### src/rtl/chns_pkg.sv
// Shared types and constants for the channel-hopping noise survey unit.
// Used by the top level, the serial divider and the checker.
// No dependencies.
package chns_pkg;

   localparam int NUM_CHANNELS_DEF = 16;

   // Configuration port.
   localparam int CSR_IDX_W  = 4;
   localparam int CSR_DATA_W = 24;
   localparam logic [CSR_IDX_W-1:0] REG_FRAME_TARGET = 4'd0;
   localparam logic [CSR_IDX_W-1:0] REG_DWELL_FRAMES = 4'd1;

   localparam logic [23:0] FRAME_TARGET_RST = 24'd3600;
   localparam logic [15:0] DWELL_FRAMES_RST = 16'd60;
   localparam logic [23:0] FRAMES_MAX       = 24'hFF_FFFF;
   localparam logic [15:0] DWELL_MAX        = 16'hFFFF;
   localparam logic [6:0]  PCT_FULL         = 7'd100;

   // Command codes.
   localparam logic [2:0] OP_BLOCK = 3'd0;
   localparam logic [2:0] OP_TICK  = 3'd1;
   localparam logic [2:0] OP_START = 3'd2;
   localparam logic [2:0] OP_STOP  = 3'd3;
   localparam logic [2:0] OP_CLEAR = 3'd4;

   // Scan modes.
   localparam logic [1:0] MODE_IDLE = 2'd0;
   localparam logic [1:0] MODE_SCAN = 2'd1;
   localparam logic [1:0] MODE_DONE = 2'd2;

   // Serial divider geometry.
   localparam int DIV_N_W   = 40;
   localparam int DIV_D_W   = 32;
   localparam int DIV_STEPS = DIV_N_W;
   localparam int DIV_CNT_W = $clog2(DIV_STEPS);

   typedef struct packed {
      logic               start;
      logic [DIV_N_W-1:0] dividend;
      logic [DIV_D_W-1:0] divisor;
   } div_req_type;

   typedef struct packed {
      logic               done;
      logic [DIV_N_W-1:0] quotient;
   } div_rsp_type;

   // One channel's statistics as held in the store.
   typedef struct packed {
      logic [39:0] sum;
      logic [31:0] samples;
      logic [7:0]  avg;
      logic [7:0]  peak;
   } entry_type;

endpackage

### src/rtl/chns_ram.sv
// Generic single-port-write, single-port-read RAM with registered read data.
// Holds the per-channel statistics. No dependencies.
module chns_ram #(
   parameter int WIDTH = 8,
   parameter int DEPTH = 16
) (
   input  logic                                 clock,
   input  logic                                 we,
   input  logic [(DEPTH > 1 ? $clog2(DEPTH) : 1)-1:0] waddr,
   input  logic [WIDTH-1:0]                     wdata,
   input  logic [(DEPTH > 1 ? $clog2(DEPTH) : 1)-1:0] raddr,
   output logic [WIDTH-1:0]                     rdata
);

   logic [WIDTH-1:0] mem_ff [DEPTH];
   logic [WIDTH-1:0] rdata_ff;

   always_ff @(posedge clock) begin
      if (we) begin
         mem_ff[waddr] <= wdata;
      end
      rdata_ff <= mem_ff[raddr];
   end

   assign rdata = rdata_ff;

endmodule

### src/rtl/chns_div.sv
// Restoring serial divider, one quotient bit per cycle, 40-bit dividend by
// 32-bit divisor. Depends on chns_pkg for the request and response types.
module chns_div (
   input  logic                 clock,
   input  logic                 reset,
   input  chns_pkg::div_req_type req,
   output chns_pkg::div_rsp_type rsp
);
   import chns_pkg::*;

   logic                 busy_ff, busy_in;
   logic                 done_ff, done_in;
   logic [DIV_CNT_W-1:0] count_ff, count_in;
   logic [DIV_N_W-1:0]   quo_ff, quo_in;
   logic [DIV_D_W-1:0]   rem_ff, rem_in;
   logic [DIV_D_W-1:0]   dvs_ff, dvs_in;

   logic [DIV_D_W:0] rem_sh;
   logic [DIV_D_W:0] diff;
   logic             ge;

   assign rem_sh = {rem_ff, quo_ff[DIV_N_W-1]};
   assign diff   = rem_sh - {1'b0, dvs_ff};
   assign ge     = (rem_sh >= {1'b0, dvs_ff});

   always_comb begin
      busy_in  = busy_ff;
      done_in  = 1'b0;
      count_in = count_ff;
      quo_in   = quo_ff;
      rem_in   = rem_ff;
      dvs_in   = dvs_ff;
      if (req.start) begin
         busy_in  = 1'b1;
         count_in = '0;
         quo_in   = req.dividend;
         rem_in   = '0;
         dvs_in   = req.divisor;
      end else if (busy_ff) begin
         quo_in   = {quo_ff[DIV_N_W-2:0], ge};
         rem_in   = ge ? diff[DIV_D_W-1:0] : rem_sh[DIV_D_W-1:0];
         count_in = count_ff + 1'b1;
         if (count_ff == DIV_CNT_W'(DIV_STEPS - 1)) begin
            busy_in = 1'b0;
            done_in = 1'b1;
         end
      end
   end

   always_ff @(posedge clock) begin
      if (reset) begin
         busy_ff  <= 1'b0;
         done_ff  <= 1'b0;
         count_ff <= '0;
      end else begin
         busy_ff  <= busy_in;
         done_ff  <= done_in;
         count_ff <= count_in;
      end
   end

   always_ff @(posedge clock) begin
      quo_ff <= quo_in;
      rem_ff <= rem_in;
      dvs_ff <= dvs_in;
   end

   assign rsp.done     = done_ff;
   assign rsp.quotient = quo_ff;

endmodule

### src/rtl/channel_hop_noise_stats_unit.sv
// Top level of the channel-hopping noise survey unit: sequencer, scan state,
// configuration registers and result registers.
// Depends on chns_pkg, chns_div and chns_ram.

// An item is taken when start is high and busy is low. Busy then stays high
// until the result has been formed. The result appears for exactly one cycle
// with rsp_valid high, so the receiver must take it then. Busy falls at the
// edge where rsp_valid rises, so the next item can be taken at the edge that
// ends the result cycle. All divisions go through one restoring divider that
// yields one quotient bit per cycle. An rssi block with a nonzero count
// during a scan divides three times (block mean, channel average, progress);
// the channel average division is skipped when the channel's sample count is
// full. Every other item divides only for the progress. With a zero frame
// target the progress division is skipped. The channel store is cleared at
// once by per-channel valid bits, so there is no clearing pass after reset or
// after a clear command.
module channel_hop_noise_stats_unit #(
   parameter int NUM_CHANNELS = chns_pkg::NUM_CHANNELS_DEF
) (
   input  logic                               clock,
   input  logic                               reset,
   input  logic                               start,
   output logic                               busy,
   input  logic [2:0]                         req_op,
   input  logic [31:0]                        req_stat_accumulator,
   input  logic [15:0]                        req_stat_count,
   output logic                               rsp_valid,
   output logic [3:0]                         rsp_channel_index,
   output logic [1:0]                         rsp_scan_mode,
   output logic [7:0]                         rsp_last_mean,
   output logic [7:0]                         rsp_channel_average,
   output logic [7:0]                         rsp_channel_peak,
   output logic [6:0]                         rsp_progress_percent,
   output logic                               rsp_hopped,
   input  logic                               csr_valid,
   output logic                               csr_ready,
   input  logic [chns_pkg::CSR_IDX_W-1:0]     csr_index,
   input  logic [chns_pkg::CSR_DATA_W-1:0]    csr_wdata
);
   import chns_pkg::*;

   localparam int CH_W = (NUM_CHANNELS > 1) ? $clog2(NUM_CHANNELS) : 1;

   localparam logic [2:0] S_IDLE   = 3'd0;
   localparam logic [2:0] S_DECODE = 3'd1;
   localparam logic [2:0] S_MEAN   = 3'd2;
   localparam logic [2:0] S_AVG    = 3'd3;
   localparam logic [2:0] S_READ   = 3'd4;
   localparam logic [2:0] S_PROG   = 3'd5;
   localparam logic [2:0] S_PWAIT  = 3'd6;

   // Control state.
   logic [2:0]              state_ff, state_in;
   logic [1:0]              mode_ff, mode_in;
   logic [23:0]             frames_ff, frames_in;
   logic [15:0]             dwell_ff, dwell_in;
   logic [CH_W-1:0]         ch_ff, ch_in;
   logic [7:0]              recent_ff, recent_in;
   logic [NUM_CHANNELS-1:0] valid_ff, valid_in;
   logic [23:0]             frame_target_ff, frame_target_in;
   logic [15:0]             dwell_frames_ff, dwell_frames_in;
   logic                    rsp_valid_ff, rsp_valid_in;

   // Item and work registers.
   logic [2:0]  op_ff, op_in;
   logic [31:0] acc_ff, acc_in;
   logic [15:0] cnt_ff, cnt_in;
   logic        hop_ff, hop_in;
   logic [39:0] sum_ff, sum_in;
   logic [31:0] samp_ff, samp_in;
   logic [7:0]  max_ff, max_in;
   logic        rd_valid_ff;

   // Result registers.
   logic [3:0] rsp_channel_index_ff, rsp_channel_index_in;
   logic [1:0] rsp_scan_mode_ff, rsp_scan_mode_in;
   logic [7:0] rsp_last_mean_ff, rsp_last_mean_in;
   logic [7:0] rsp_channel_average_ff, rsp_channel_average_in;
   logic [7:0] rsp_channel_peak_ff, rsp_channel_peak_in;
   logic [6:0] rsp_progress_percent_ff, rsp_progress_percent_in;
   logic       rsp_hopped_ff, rsp_hopped_in;

   // Channel store and divider.
   div_req_type        div_req;
   div_rsp_type        div_rsp;
   logic               ram_we;
   entry_type          ram_wdata;
   logic [$bits(entry_type)-1:0] ram_rdata;
   entry_type          entry;

   logic [23:0]     frames_inc;
   logic [15:0]     dwell_inc;
   logic [7:0]      mean;
   logic [7:0]      peak_new;
   logic [39:0]     sum_new;
   logic [31:0]     samp_new;
   logic [30:0]     frames_x100;
   logic [CH_W+3:0] ch_ext;
   logic [6:0]      pct_sat;

   chns_div u_div (
      .clock (clock),
      .reset (reset),
      .req   (div_req),
      .rsp   (div_rsp)
   );

   // The store is always read at the current channel; writes go there too.
   chns_ram #(
      .WIDTH ($bits(entry_type)),
      .DEPTH (NUM_CHANNELS)
   ) u_store (
      .clock (clock),
      .we    (ram_we),
      .waddr (ch_ff),
      .wdata (ram_wdata),
      .raddr (ch_ff),
      .rdata (ram_rdata)
   );

   // An entry not written since reset or the last clear reads as zero.
   assign entry = rd_valid_ff ? entry_type'(ram_rdata) : '0;

   assign frames_inc  = (frames_ff < FRAMES_MAX) ? frames_ff + 24'd1 : frames_ff;
   assign dwell_inc   = (dwell_ff < DWELL_MAX) ? dwell_ff + 16'd1 : dwell_ff;
   assign mean        = div_rsp.quotient[7:0];
   assign peak_new    = (mean > entry.peak) ? mean : entry.peak;
   assign sum_new     = entry.sum + {32'd0, mean};
   assign samp_new    = entry.samples + 32'd1;
   assign frames_x100 = {1'b0, frames_ff, 6'd0} + {2'b0, frames_ff, 5'd0}
                      + {5'b0, frames_ff, 2'd0};
   assign ch_ext      = {4'd0, ch_ff};
   assign pct_sat     = (div_rsp.quotient > 40'd100) ? PCT_FULL
                                                     : div_rsp.quotient[6:0];

   always_comb begin
      state_in        = state_ff;
      mode_in         = mode_ff;
      frames_in       = frames_ff;
      dwell_in        = dwell_ff;
      ch_in           = ch_ff;
      recent_in       = recent_ff;
      valid_in        = valid_ff;
      frame_target_in = frame_target_ff;
      dwell_frames_in = dwell_frames_ff;
      rsp_valid_in    = 1'b0;
      op_in           = op_ff;
      acc_in          = acc_ff;
      cnt_in          = cnt_ff;
      hop_in          = hop_ff;
      sum_in          = sum_ff;
      samp_in         = samp_ff;
      max_in          = max_ff;
      rsp_channel_index_in    = rsp_channel_index_ff;
      rsp_scan_mode_in        = rsp_scan_mode_ff;
      rsp_last_mean_in        = rsp_last_mean_ff;
      rsp_channel_average_in  = rsp_channel_average_ff;
      rsp_channel_peak_in     = rsp_channel_peak_ff;
      rsp_progress_percent_in = rsp_progress_percent_ff;
      rsp_hopped_in           = rsp_hopped_ff;
      div_req          = '0;
      ram_we           = 1'b0;
      ram_wdata        = entry;

      if (csr_valid) begin
         if (csr_index == REG_FRAME_TARGET) begin
            frame_target_in = csr_wdata[23:0];
         end else if (csr_index == REG_DWELL_FRAMES) begin
            dwell_frames_in = csr_wdata[15:0];
         end
      end

      unique case (state_ff)
         S_IDLE: begin
            if (start) begin
               op_in    = req_op;
               acc_in   = req_stat_accumulator;
               cnt_in   = req_stat_count;
               state_in = S_DECODE;
            end
         end
         S_DECODE: begin
            hop_in   = 1'b0;
            state_in = S_READ;
            case (op_ff)
               OP_BLOCK: begin
                  if (mode_ff == MODE_SCAN && cnt_ff != 16'd0) begin
                     div_req.start    = 1'b1;
                     div_req.dividend = {8'd0, acc_ff};
                     div_req.divisor  = {16'd0, cnt_ff};
                     state_in         = S_MEAN;
                  end
               end
               OP_TICK: begin
                  if (mode_ff == MODE_SCAN) begin
                     frames_in = frames_inc;
                     if (frames_inc >= frame_target_ff) begin
                        mode_in = MODE_DONE;
                     end else if (dwell_inc >= dwell_frames_ff) begin
                        ch_in    = (ch_ff == CH_W'(NUM_CHANNELS - 1))
                                 ? '0 : ch_ff + 1'b1;
                        dwell_in = '0;
                        hop_in   = 1'b1;
                     end else begin
                        dwell_in = dwell_inc;
                     end
                  end
               end
               OP_START: begin
                  if (mode_ff != MODE_SCAN) begin
                     frames_in = '0;
                     dwell_in  = '0;
                     ch_in     = '0;
                     mode_in   = MODE_SCAN;
                  end
               end
               OP_STOP: begin
                  if (mode_ff == MODE_SCAN) begin
                     mode_in = MODE_IDLE;
                  end
               end
               OP_CLEAR: begin
                  if (mode_ff == MODE_SCAN) begin
                     mode_in = MODE_IDLE;
                  end
                  valid_in  = '0;
                  frames_in = '0;
                  dwell_in  = '0;
                  ch_in     = '0;
                  recent_in = '0;
               end
               default: begin
               end
            endcase
         end
         S_MEAN: begin
            if (div_rsp.done) begin
               recent_in = mean;
               max_in    = peak_new;
               if (entry.samples != '1) begin
                  sum_in           = sum_new;
                  samp_in          = samp_new;
                  div_req.start    = 1'b1;
                  div_req.dividend = sum_new;
                  div_req.divisor  = samp_new;
                  state_in         = S_AVG;
               end else begin
                  // A full sample count freezes sum and average; only the peak moves.
                  ram_we         = 1'b1;
                  ram_wdata.peak = peak_new;
                  valid_in[ch_ff] = 1'b1;
                  state_in       = S_READ;
               end
            end
         end
         S_AVG: begin
            if (div_rsp.done) begin
               ram_we            = 1'b1;
               ram_wdata.sum     = sum_ff;
               ram_wdata.samples = samp_ff;
               ram_wdata.avg     = div_rsp.quotient[7:0];
               ram_wdata.peak    = max_ff;
               valid_in[ch_ff]   = 1'b1;
               state_in          = S_READ;
            end
         end
         S_READ: begin
            // The store read of the final channel lands at the end of this cycle.
            state_in = S_PROG;
         end
         S_PROG: begin
            rsp_channel_average_in = entry.avg;
            rsp_channel_peak_in    = entry.peak;
            rsp_channel_index_in   = ch_ext[3:0];
            rsp_scan_mode_in       = mode_ff;
            rsp_last_mean_in       = recent_ff;
            rsp_hopped_in          = hop_ff;
            if (frame_target_ff == 24'd0) begin
               rsp_progress_percent_in = (frames_ff != 24'd0) ? PCT_FULL : 7'd0;
               rsp_valid_in            = 1'b1;
               state_in                = S_IDLE;
            end else begin
               div_req.start    = 1'b1;
               div_req.dividend = {9'd0, frames_x100};
               div_req.divisor  = {8'd0, frame_target_ff};
               state_in         = S_PWAIT;
            end
         end
         S_PWAIT: begin
            if (div_rsp.done) begin
               rsp_progress_percent_in = pct_sat;
               rsp_valid_in            = 1'b1;
               state_in                = S_IDLE;
            end
         end
         default: begin
            state_in = S_IDLE;
         end
      endcase
   end

   always_ff @(posedge clock) begin
      if (reset) begin
         state_ff        <= S_IDLE;
         mode_ff         <= MODE_IDLE;
         frames_ff       <= '0;
         dwell_ff        <= '0;
         ch_ff           <= '0;
         recent_ff       <= '0;
         valid_ff        <= '0;
         frame_target_ff <= FRAME_TARGET_RST;
         dwell_frames_ff <= DWELL_FRAMES_RST;
         rsp_valid_ff    <= 1'b0;
      end else begin
         state_ff        <= state_in;
         mode_ff         <= mode_in;
         frames_ff       <= frames_in;
         dwell_ff        <= dwell_in;
         ch_ff           <= ch_in;
         recent_ff       <= recent_in;
         valid_ff        <= valid_in;
         frame_target_ff <= frame_target_in;
         dwell_frames_ff <= dwell_frames_in;
         rsp_valid_ff    <= rsp_valid_in;
      end
   end

   always_ff @(posedge clock) begin
      op_ff       <= op_in;
      acc_ff      <= acc_in;
      cnt_ff      <= cnt_in;
      hop_ff      <= hop_in;
      sum_ff      <= sum_in;
      samp_ff     <= samp_in;
      max_ff      <= max_in;
      rd_valid_ff <= valid_ff[ch_ff];
      rsp_channel_index_ff    <= rsp_channel_index_in;
      rsp_scan_mode_ff        <= rsp_scan_mode_in;
      rsp_last_mean_ff        <= rsp_last_mean_in;
      rsp_channel_average_ff  <= rsp_channel_average_in;
      rsp_channel_peak_ff     <= rsp_channel_peak_in;
      rsp_progress_percent_ff <= rsp_progress_percent_in;
      rsp_hopped_ff           <= rsp_hopped_in;
   end

   assign busy                 = (state_ff != S_IDLE);
   assign csr_ready            = 1'b1;
   assign rsp_valid            = rsp_valid_ff;
   assign rsp_channel_index    = rsp_channel_index_ff;
   assign rsp_scan_mode        = rsp_scan_mode_ff;
   assign rsp_last_mean        = rsp_last_mean_ff;
   assign rsp_channel_average  = rsp_channel_average_ff;
   assign rsp_channel_peak     = rsp_channel_peak_ff;
   assign rsp_progress_percent = rsp_progress_percent_ff;
   assign rsp_hopped           = rsp_hopped_ff;

endmodule

### config.mk
export PLATFORM = sky130hd
export DESIGN_NAME = channel_hop_noise_stats_unit
export DESIGN_NICKNAME = d
export VERILOG_FILES = /design/src/rtl/chns_pkg.sv /design/src/rtl/chns_ram.sv /design/src/rtl/chns_div.sv /design/src/rtl/channel_hop_noise_stats_unit.sv
export SDC_FILE = /design/constraint.sdc
export NUM_CORES = 2
export LEC_CHECK = 0
export BUFFER_PORTS_ARGS = -buffer_cell sky130_fd_sc_hd__buf_4
export CAP_MARGIN = 20
export CORE_ASPECT_RATIO = 1.1
export CORE_UTILIZATION = 55
export DETAILED_ROUTE_END_ITERATION = 8
export PLACE_DENSITY_LB_ADDON = 0.25
export SLEW_MARGIN = 20
export SYNTH_ARGS = -nofsm -noshare
export SYNTH_HDL_FRONTEND = slang
export SYNTH_SLANG_ARGS = --single-unit
### constraint.sdc
create_clock -name clock -period 8.4 [get_ports clock]
set_input_delay 0.42 -clock clock [delete_from_list [all_inputs] [get_ports clock]]
set_output_delay 0.42 -clock clock [all_outputs]
set_load 0.01 [all_outputs]
### Yosys cells after proc, flatten, opt, wreduce, memory -nomap -nowiden

Memory sizes are Yosys's and may differ from the RTL's. A register that Yosys moved wholly into a read port is not among the register bits.
Cells that the tools add are included.

| operators by class | value |
|---|---|
| add/subtract/negate cells | 9 |
| magnitude comparators | 9 |
| equal/unequal tests | 29 |
| mux-type cells | 76 |
| bitwise gates (word level) | 5 |
| reductions and logical operators | 32 |

Operator list:

| cell | number |
|---|---|
| $mux 73 | 5 |
| $pmux 73 s3 | 1 |
| $mux 88 | 2 |
| $mux 16 | 9 |
| $pmux 16 s3 | 2 |
| $mux 40 | 2 |
| $mux 80 | 1 |
| $mux 24 | 3 |
| $pmux 24 s3 | 1 |
| $add 40x8->40 | 1 |
| $gt 40x7->1 const B | 1 |
| $mux 8 | 5 |
| $ge 33x32->1 | 1 |
| $add 32x1->32 const B | 1 |
| $mux 32 | 1 |
| $ne 32x32->1 const B | 1 |
| $pmux 8 s2 | 2 |
| $sub 32x32->32 | 1 |
| $add 30x29->31 | 1 |
| $add 31x26->31 | 1 |
| $mux 7 | 4 |
| $add 24x1->24 const B | 1 |
| $ge 24x24->1 | 1 |
| $logic_not 24->1 | 1 |
| 45 further kinds | 111 |

| word-level totals | value |
|---|---|
| register bits after elaboration | 397 |
| RAM bits | 1408 |
| bits of input ports | 83 |
| output and inout port bits | 41 |
| memories kept | 1 |

Memory list:

| name | depth | width | read ports | clocked after memory_dff | write ports | line | source |
|---|---|---|---|---|---|---|---|
| u_store.mem_ff | 16 | 88 | 1 | 1 | 1 | chns_ram.sv:15 | `logic [WIDTH-1:0] mem_ff [DEPTH];` |

### Depth between registers and ports, before layout

| depth | value |
|---|---|
| word-level depth | 8 |
| depth in mapped cells | 19 |

### By module

From an unflattened synthesis, not the netlist that was laid out.

| unflattened totals | value |
|---|---|
| cells, all modules | 4884 |
| area total of the unflattened synthesis | 78908.2 sq um |

Modules (own cells, without submodules):

| module | times used | cells each | area each (sq um) |
|---|---|---|---|
| chns_ram | 1 | 2256 | 54365.9 |
| channel_hop_noise_stats_unit | 1 | 2047 | 18336.3 |
| chns_div | 1 | 581 | 6206.0 |

### Worst setup path before layout

No wires, ideal clock.

| timing | value |
|---|---|
| path kind | reg2reg |
| start point | register rd_valid_ff |
| end point | memory u_store.mem_ff[0][0] (netlist name) (enable) |
| setup time | 0.642 ns |
| arrival time | 8.553 ns |
| setup slack | -0.795 ns |
| cell stages (with the launch flop) | 15 |
| clock period less this slack | 9.195 ns |
| cell sequence | dfxtp_1 -> buf_4 -> buf_2 -> clkbuf_1 -> clkbuf_1 -> and2_1 -> ha_1 -> nand4_2 -> nor3_1 -> and4_1 -> buf_2 -> nor2_1 -> nor2_1 -> nand2_1 -> nor3_1 |

| on the way | value |
|---|---|
| word-level cells in the longest chain between the ends | 7 |

RTL lines:

| item | line | source |
|---|---|---|
| from (decl) | channel_hop_noise_stats_unit.sv:72 | `logic rd_valid_ff;` |
| from (signal assigned) | channel_hop_noise_stats_unit.sv:336 | `rd_valid_ff <= valid_ff[ch_ff];` |
| $mux 88 | channel_hop_noise_stats_unit.sv:122 | `assign entry = rd_valid_ff ? entry_type'(ram_rdata) : '0;` |
| $ne 32x32->1 | channel_hop_noise_stats_unit.sv:240 | `if (entry.samples != '1) begin` |
| $mux 1 | channel_hop_noise_stats_unit.sv:240 |  |
| $mux 1 | channel_hop_noise_stats_unit.sv:237 | `if (div_rsp.done) begin` |
| $pmux 1 s2 | channel_hop_noise_stats_unit.sv:173 | `unique case (state_ff)` |
| $mux 1 | chns_ram.sv:19 | `if (we) begin` |
| $mux 1 (implied by the code) | chns_ram.sv:20 | `mem_ff[waddr] <= wdata;` |
| to (decl) | chns_ram.sv:15 |  |

Every way passes these cells.

### Worst setup path in the final report

| timing | value |
|---|---|
| start point | register frames_ff[8] |
| end point | register ch_ff[3] |

| on the way | value |
|---|---|
| word-level cells in the longest chain between the ends | 5 |

RTL lines:

| item | line | source |
|---|---|---|
| from (decl) | channel_hop_noise_stats_unit.sv:55 | `logic [23:0] frames_ff, frames_in;` |
| from (signal assigned) | channel_hop_noise_stats_unit.sv:317 | `frames_ff <= frames_in;` |
| $add 24x1->24 / $lt 24x24->1 (equally long branches) | channel_hop_noise_stats_unit.sv:124 | `assign frames_inc = (frames_ff < FRAMES_MAX) ? frames_ff + 24'd1 : frames_ff;` |
| $mux 24 (*) | channel_hop_noise_stats_unit.sv:124 |  |
| $ge 24x24->1 (*) | channel_hop_noise_stats_unit.sv:197 | `if (frames_inc >= frame_target_ff) begin` |
| $ne 2x2->1 (no line) (*) | n/a |  |
| $reduce_and 6->1 (no line) (*) | n/a |  |
| to (signal assigned) | channel_hop_noise_stats_unit.sv:319 | `ch_ff <= ch_in;` |
| to (decl) | channel_hop_noise_stats_unit.sv:57 | `logic [CH_W-1:0] ch_ff, ch_in;` |

Every way passes the cells marked *; elsewhere a longest branch is shown, timed or not.
A chain may end at the register's enable or synchronous reset.

==> impl_metrics.tcl <==
set metrics [dict create \
    status "finished clean" \
    max_slew_margin_pct 21.9 \
    grt_first_pass_wirelength_mm 297 \
    post-route-util_pct 62.9 \
    synth_cell_types 92 \
    grt_max_degree 137 \
    synth_adder_area_share_pct 3.07 \
    internal_power_mw 15.8 \
    slowest_delay_ps 590 \
    pwr-share-seq_pct 50.9 \
    fp-row-count 145 \
    hp-start "csr_index[3]" \
    vias 44836 \
    io_buffers 122 \
    synth_xor_area_share_pct 1.57 \
    antenna_found_initial 13 \
    worst_hold_path.endpoint "frame_target_ff[1]" \
    finalCritPeriodShare_pct 62.6 \
    worstSetupPathType "register to register" \
    setup_violations 0 \
    tightest_slew_ps 1160 \
    grt-ovfl-total 0 \
    yosys_warnings 0 \
    hp-class "input pin to register" \
    grt_usage_pct 28.4 \
    synth_area_per_cell_um2 16.7 \
    crit_top_cell "and4_1" \
    mostFrequentLayoutCell "edfxtp_1" \
    layout_common_cells "edfxtp_1, mux4_2, nand2_1" \
    htree_levels 4 \
    drv_cap 0 \
    routedWlPerCell_um 28.8 \
    ff2ff_path_depth 17 \
    ant_nets 0 \
    final_nets 5222 \
    via_per_inst 6.37 \
    ir_drop_mv 0.179 \
    critPathMaxFanout 13 \
    synth_edf_count 1650 \
    drt_iter0_drc 5479 \
    finalClockSkew_ps 65.0 \
    ys.flop_type "edfxtp_1" \
    cts_tree "built" \
    synth_mux_area_share_pct 13.3 \
    cp.arrival_ps 5980 \
    cts-root-buf "clkbuf_16" \
    switching_share_pct 22.4 \
    clkPwrFrac_pct 42.4 \
    synth_compound_area_share_pct 4.97 \
    timing.fmax_ghz 0.190 \
    end_kind "register" \
    clk_pin_slew_worst_paths_ps 60 \
    cts_resized 0 \
    async_flop_share_pct 0 \
    cts.sinks 1893 \
    dr.pass1.iters 7 \
    worstSetupStartpointType "register" \
    finalCriticalPeriod_ps 5260 \
    synth_area_mm2 0.0787 \
    hold_viol 0 \
    fp.coreArea_mm2 0.142 \
    multiInputGateArea_mm2 0.0230 \
    synth-seq-cells 1893 \
    cts_buffers 184 \
    netlist_instances 4698 \
    post-dp-hpwl_mm 120 \
    reg2reg_to "ch_ff[3]" \
    clk_path_buf_depth 3 \
    drive_above_1_share_pct 20.5 \
    seq_area_frac_synth_pct 69.1 \
    clock_latency_ps 870 \
    die_h_um 399 \
    slew_violations 0 \
    seqCellArea_mm2 0.0544 \
    p_leak_nw 29.8 \
    p_comb_share_pct 6.7 \
    synth_top_family_by_area "multiplexers" \
    cp.required_ps 9120 \
    reg2reg_slack_ps 3140 \
    rsz0062_at_grt "false" \
    path_cells "ha_1 -> and4_1 -> and3_1 -> nor3b_4 -> and4_1 -> and4_1 -> and3_1 -> xnor2_1 -> ha_1 -> a21o_1 -> a21o_1 -> a21oi_1 -> o21ai_0 -> a311o_1 -> a21oi_2 -> mux2i_1 -> nor2_1" \
    whs_ps 115 \
    start_util_pct 55.4 \
    slowest_stage "a311o_1" \
    cellPowerDensity_mw_per_mm2 228 \
    first_global_vias 44269 \
    wirelength_mm 203 \
    whs_path_depth 5 \
    die_width_um 363 \
    synth-simple-area-share_pct 6.02 \
    p_switching_mw 4.56 \
    crit-reg2reg-launch "frames_ff[8]" \
    syn-num-nets 4960 \
    fin_setup_tns_ps 0 \
    area_delta_synth_final_pct 13.6 \
    fill_cells 9902 \
    route.detailed.drc 0 \
    top_level_ports 124 \
    dieArea_mm2 0.145 \
    gp_congestion 0.898 \
]
[worst max-delay path by stage]
stage / slack [ps] / from / end / cells past startpoint
after CTS: 3150 / frames_ff[8] / ch_ff[3] / 17
final: 3140 / frames_ff[8] / ch_ff[3] / 17
after global placement: 3220 / frames_ff[13] / ch_ff[3] / 17
after detailed placement: 3140 / frames_ff[8] / ch_ff[3] / 17
after global routing: 2740 / frames_ff[8] / ch_ff[3] / 17
after floorplan: 1570 / rd_valid_ff / u_store.mem_ff[12][0] / 14
[synth_stat cells (11+ instances only)]
cell type	n	area (um2)
nand3_1	99	495
a21oi_1	194	971
mux4_2	445	10000
nand2_1	361	1360
buf_2	12	60.1
o31ai_1	15	113
o21ai_0	119	596
o21ai_1	35	175
nor2b_1	28	175
nand2b_1	27	169
fa_1	23	460
mux2_2	21	236
o211ai_1	11	82.6
xor2_1	57	499
clkbuf_1	170	638
nor2_1	222	833
ha_1	156	1950
a31oi_1	36	225
inv_1	140	526
and2_1	45	282
nand4_1	53	332
a222oi_1	30	300
xnor2_1	84	736
and4_1	17	149
dfxtp_1	243	4860
a22oi_1	33	248
nor3_1	49	245
and3_1	27	169
nor4_1	26	163
o21a_1	12	90.1
or3_1	11	68.8
edfxtp_1	1650	49500
buf_1	42	158
mux2i_1	23	230
a21o_1	41	308
[timing repair]
item                                   CTS  global route
setup buffers                            0             0
hold buffers                            76             0
endpoints found under the hold margin   93             0
[metal layers]
| layer | vias up | wire length [um] | part of all wire [%] | track usage, % |
|---|---|---|---|---|
| li1 | 19031 | - | - | - |
| met1 | 23072 | 80800 | 40 | 39.7 |
| met2 | 2294 | 96300 | 47 | 44.8 |
| met3 | 429 | 17900 | 8.8 | 5.48 |
| met4 | 10 | 7600 | 3.7 | 10.3 |
| met5 | - | 65 | 0.032 | 0 |
[power by group through the flow]
stage	Sequential (mW)	Clock [mW]	Combinational, mW
6_report	10.4	8.63	1.36
5_1_grt	10.4	9.07	1.50
4_1_cts	10.3	8.74	1.35
3_3_place_gp	10.5	0	1.29
3_5_place_dp	10.5	0	1.30
2_1_floorplan	10.5	0	1.02
[stage by stage]
| stage | power, mW | instance area, um2 | instances | setup slack, ps |
|---|---|---|---|---|
| finish | 20.3 | 89400 | 7039 | 3140 |
| global route | 20.9 | 89400 | 7035 | 2740 |
| CTS | 20.4 | 89400 | 7032 | 3150 |
| detailed placement | 11.9 | 82200 | 6608 | 3140 |
| global placement | 11.8 | 82200 | 6608 | 3220 |
| floorplan | 11.5 | 78700 | 4698 | 1570 |
[final cells by class]
| type | count | share of cell area [%] |
|---|---|---|
| Inverter | 144 | 0.607 |
| Tap cell | 1911 | 2.67 |
| Clock inverter | 96 | 1.54 |
| Sequential cell | 1893 | 60.9 |
| Multi-Input combinational cell | 2427 | 25.7 |
| Timing Repair Buffer | 310 | 2.90 |
| Clock buffer | 252 | 5.67 |
| Antenna cell | 6 | 0.0168 |
[worst max-delay path: cells and delay by family, from the launching register on]
family                   cells  cell delay (ps)
XOR/XNOR                     1              150
flip-flops                   1              410
AO/OA/AOI/OAI                6             1710
AND/OR/NAND/NOR              7             2080
multiplexers                 1              230
adder cells (fa/ha/maj)      2              560
[flip-flops by register name, summed over array words and instances, names as in the netlist, 16 cells and up]
register	cells
cnt_ff	16
valid_ff	16
u_div.rem_ff	32
u_div.quo_ff	40
u_div.dvs_ff	32
samp_ff	32
dwell_frames_ff	16
sum_ff	40
u_store.rdata	88
frame_target_ff	24
u_store.mem_ff	1408
frames_ff	24
dwell_ff	16
acc_ff	32
[kinds of logic (layout without fill, tap and decap cells)]
logic type	after synthesis	after routing
flip-flops	1893	1893
buffers and inverters	378	802
multiplexers	490	490
adder cells (fa/ha/maj)	179	179
AO/OA/AOI/OAI	615	615
other	1	7
AND/OR/NAND/NOR	1001	1001
XOR/XNOR	141	141
Note: power is estimated with default switching activity, not from simulation.
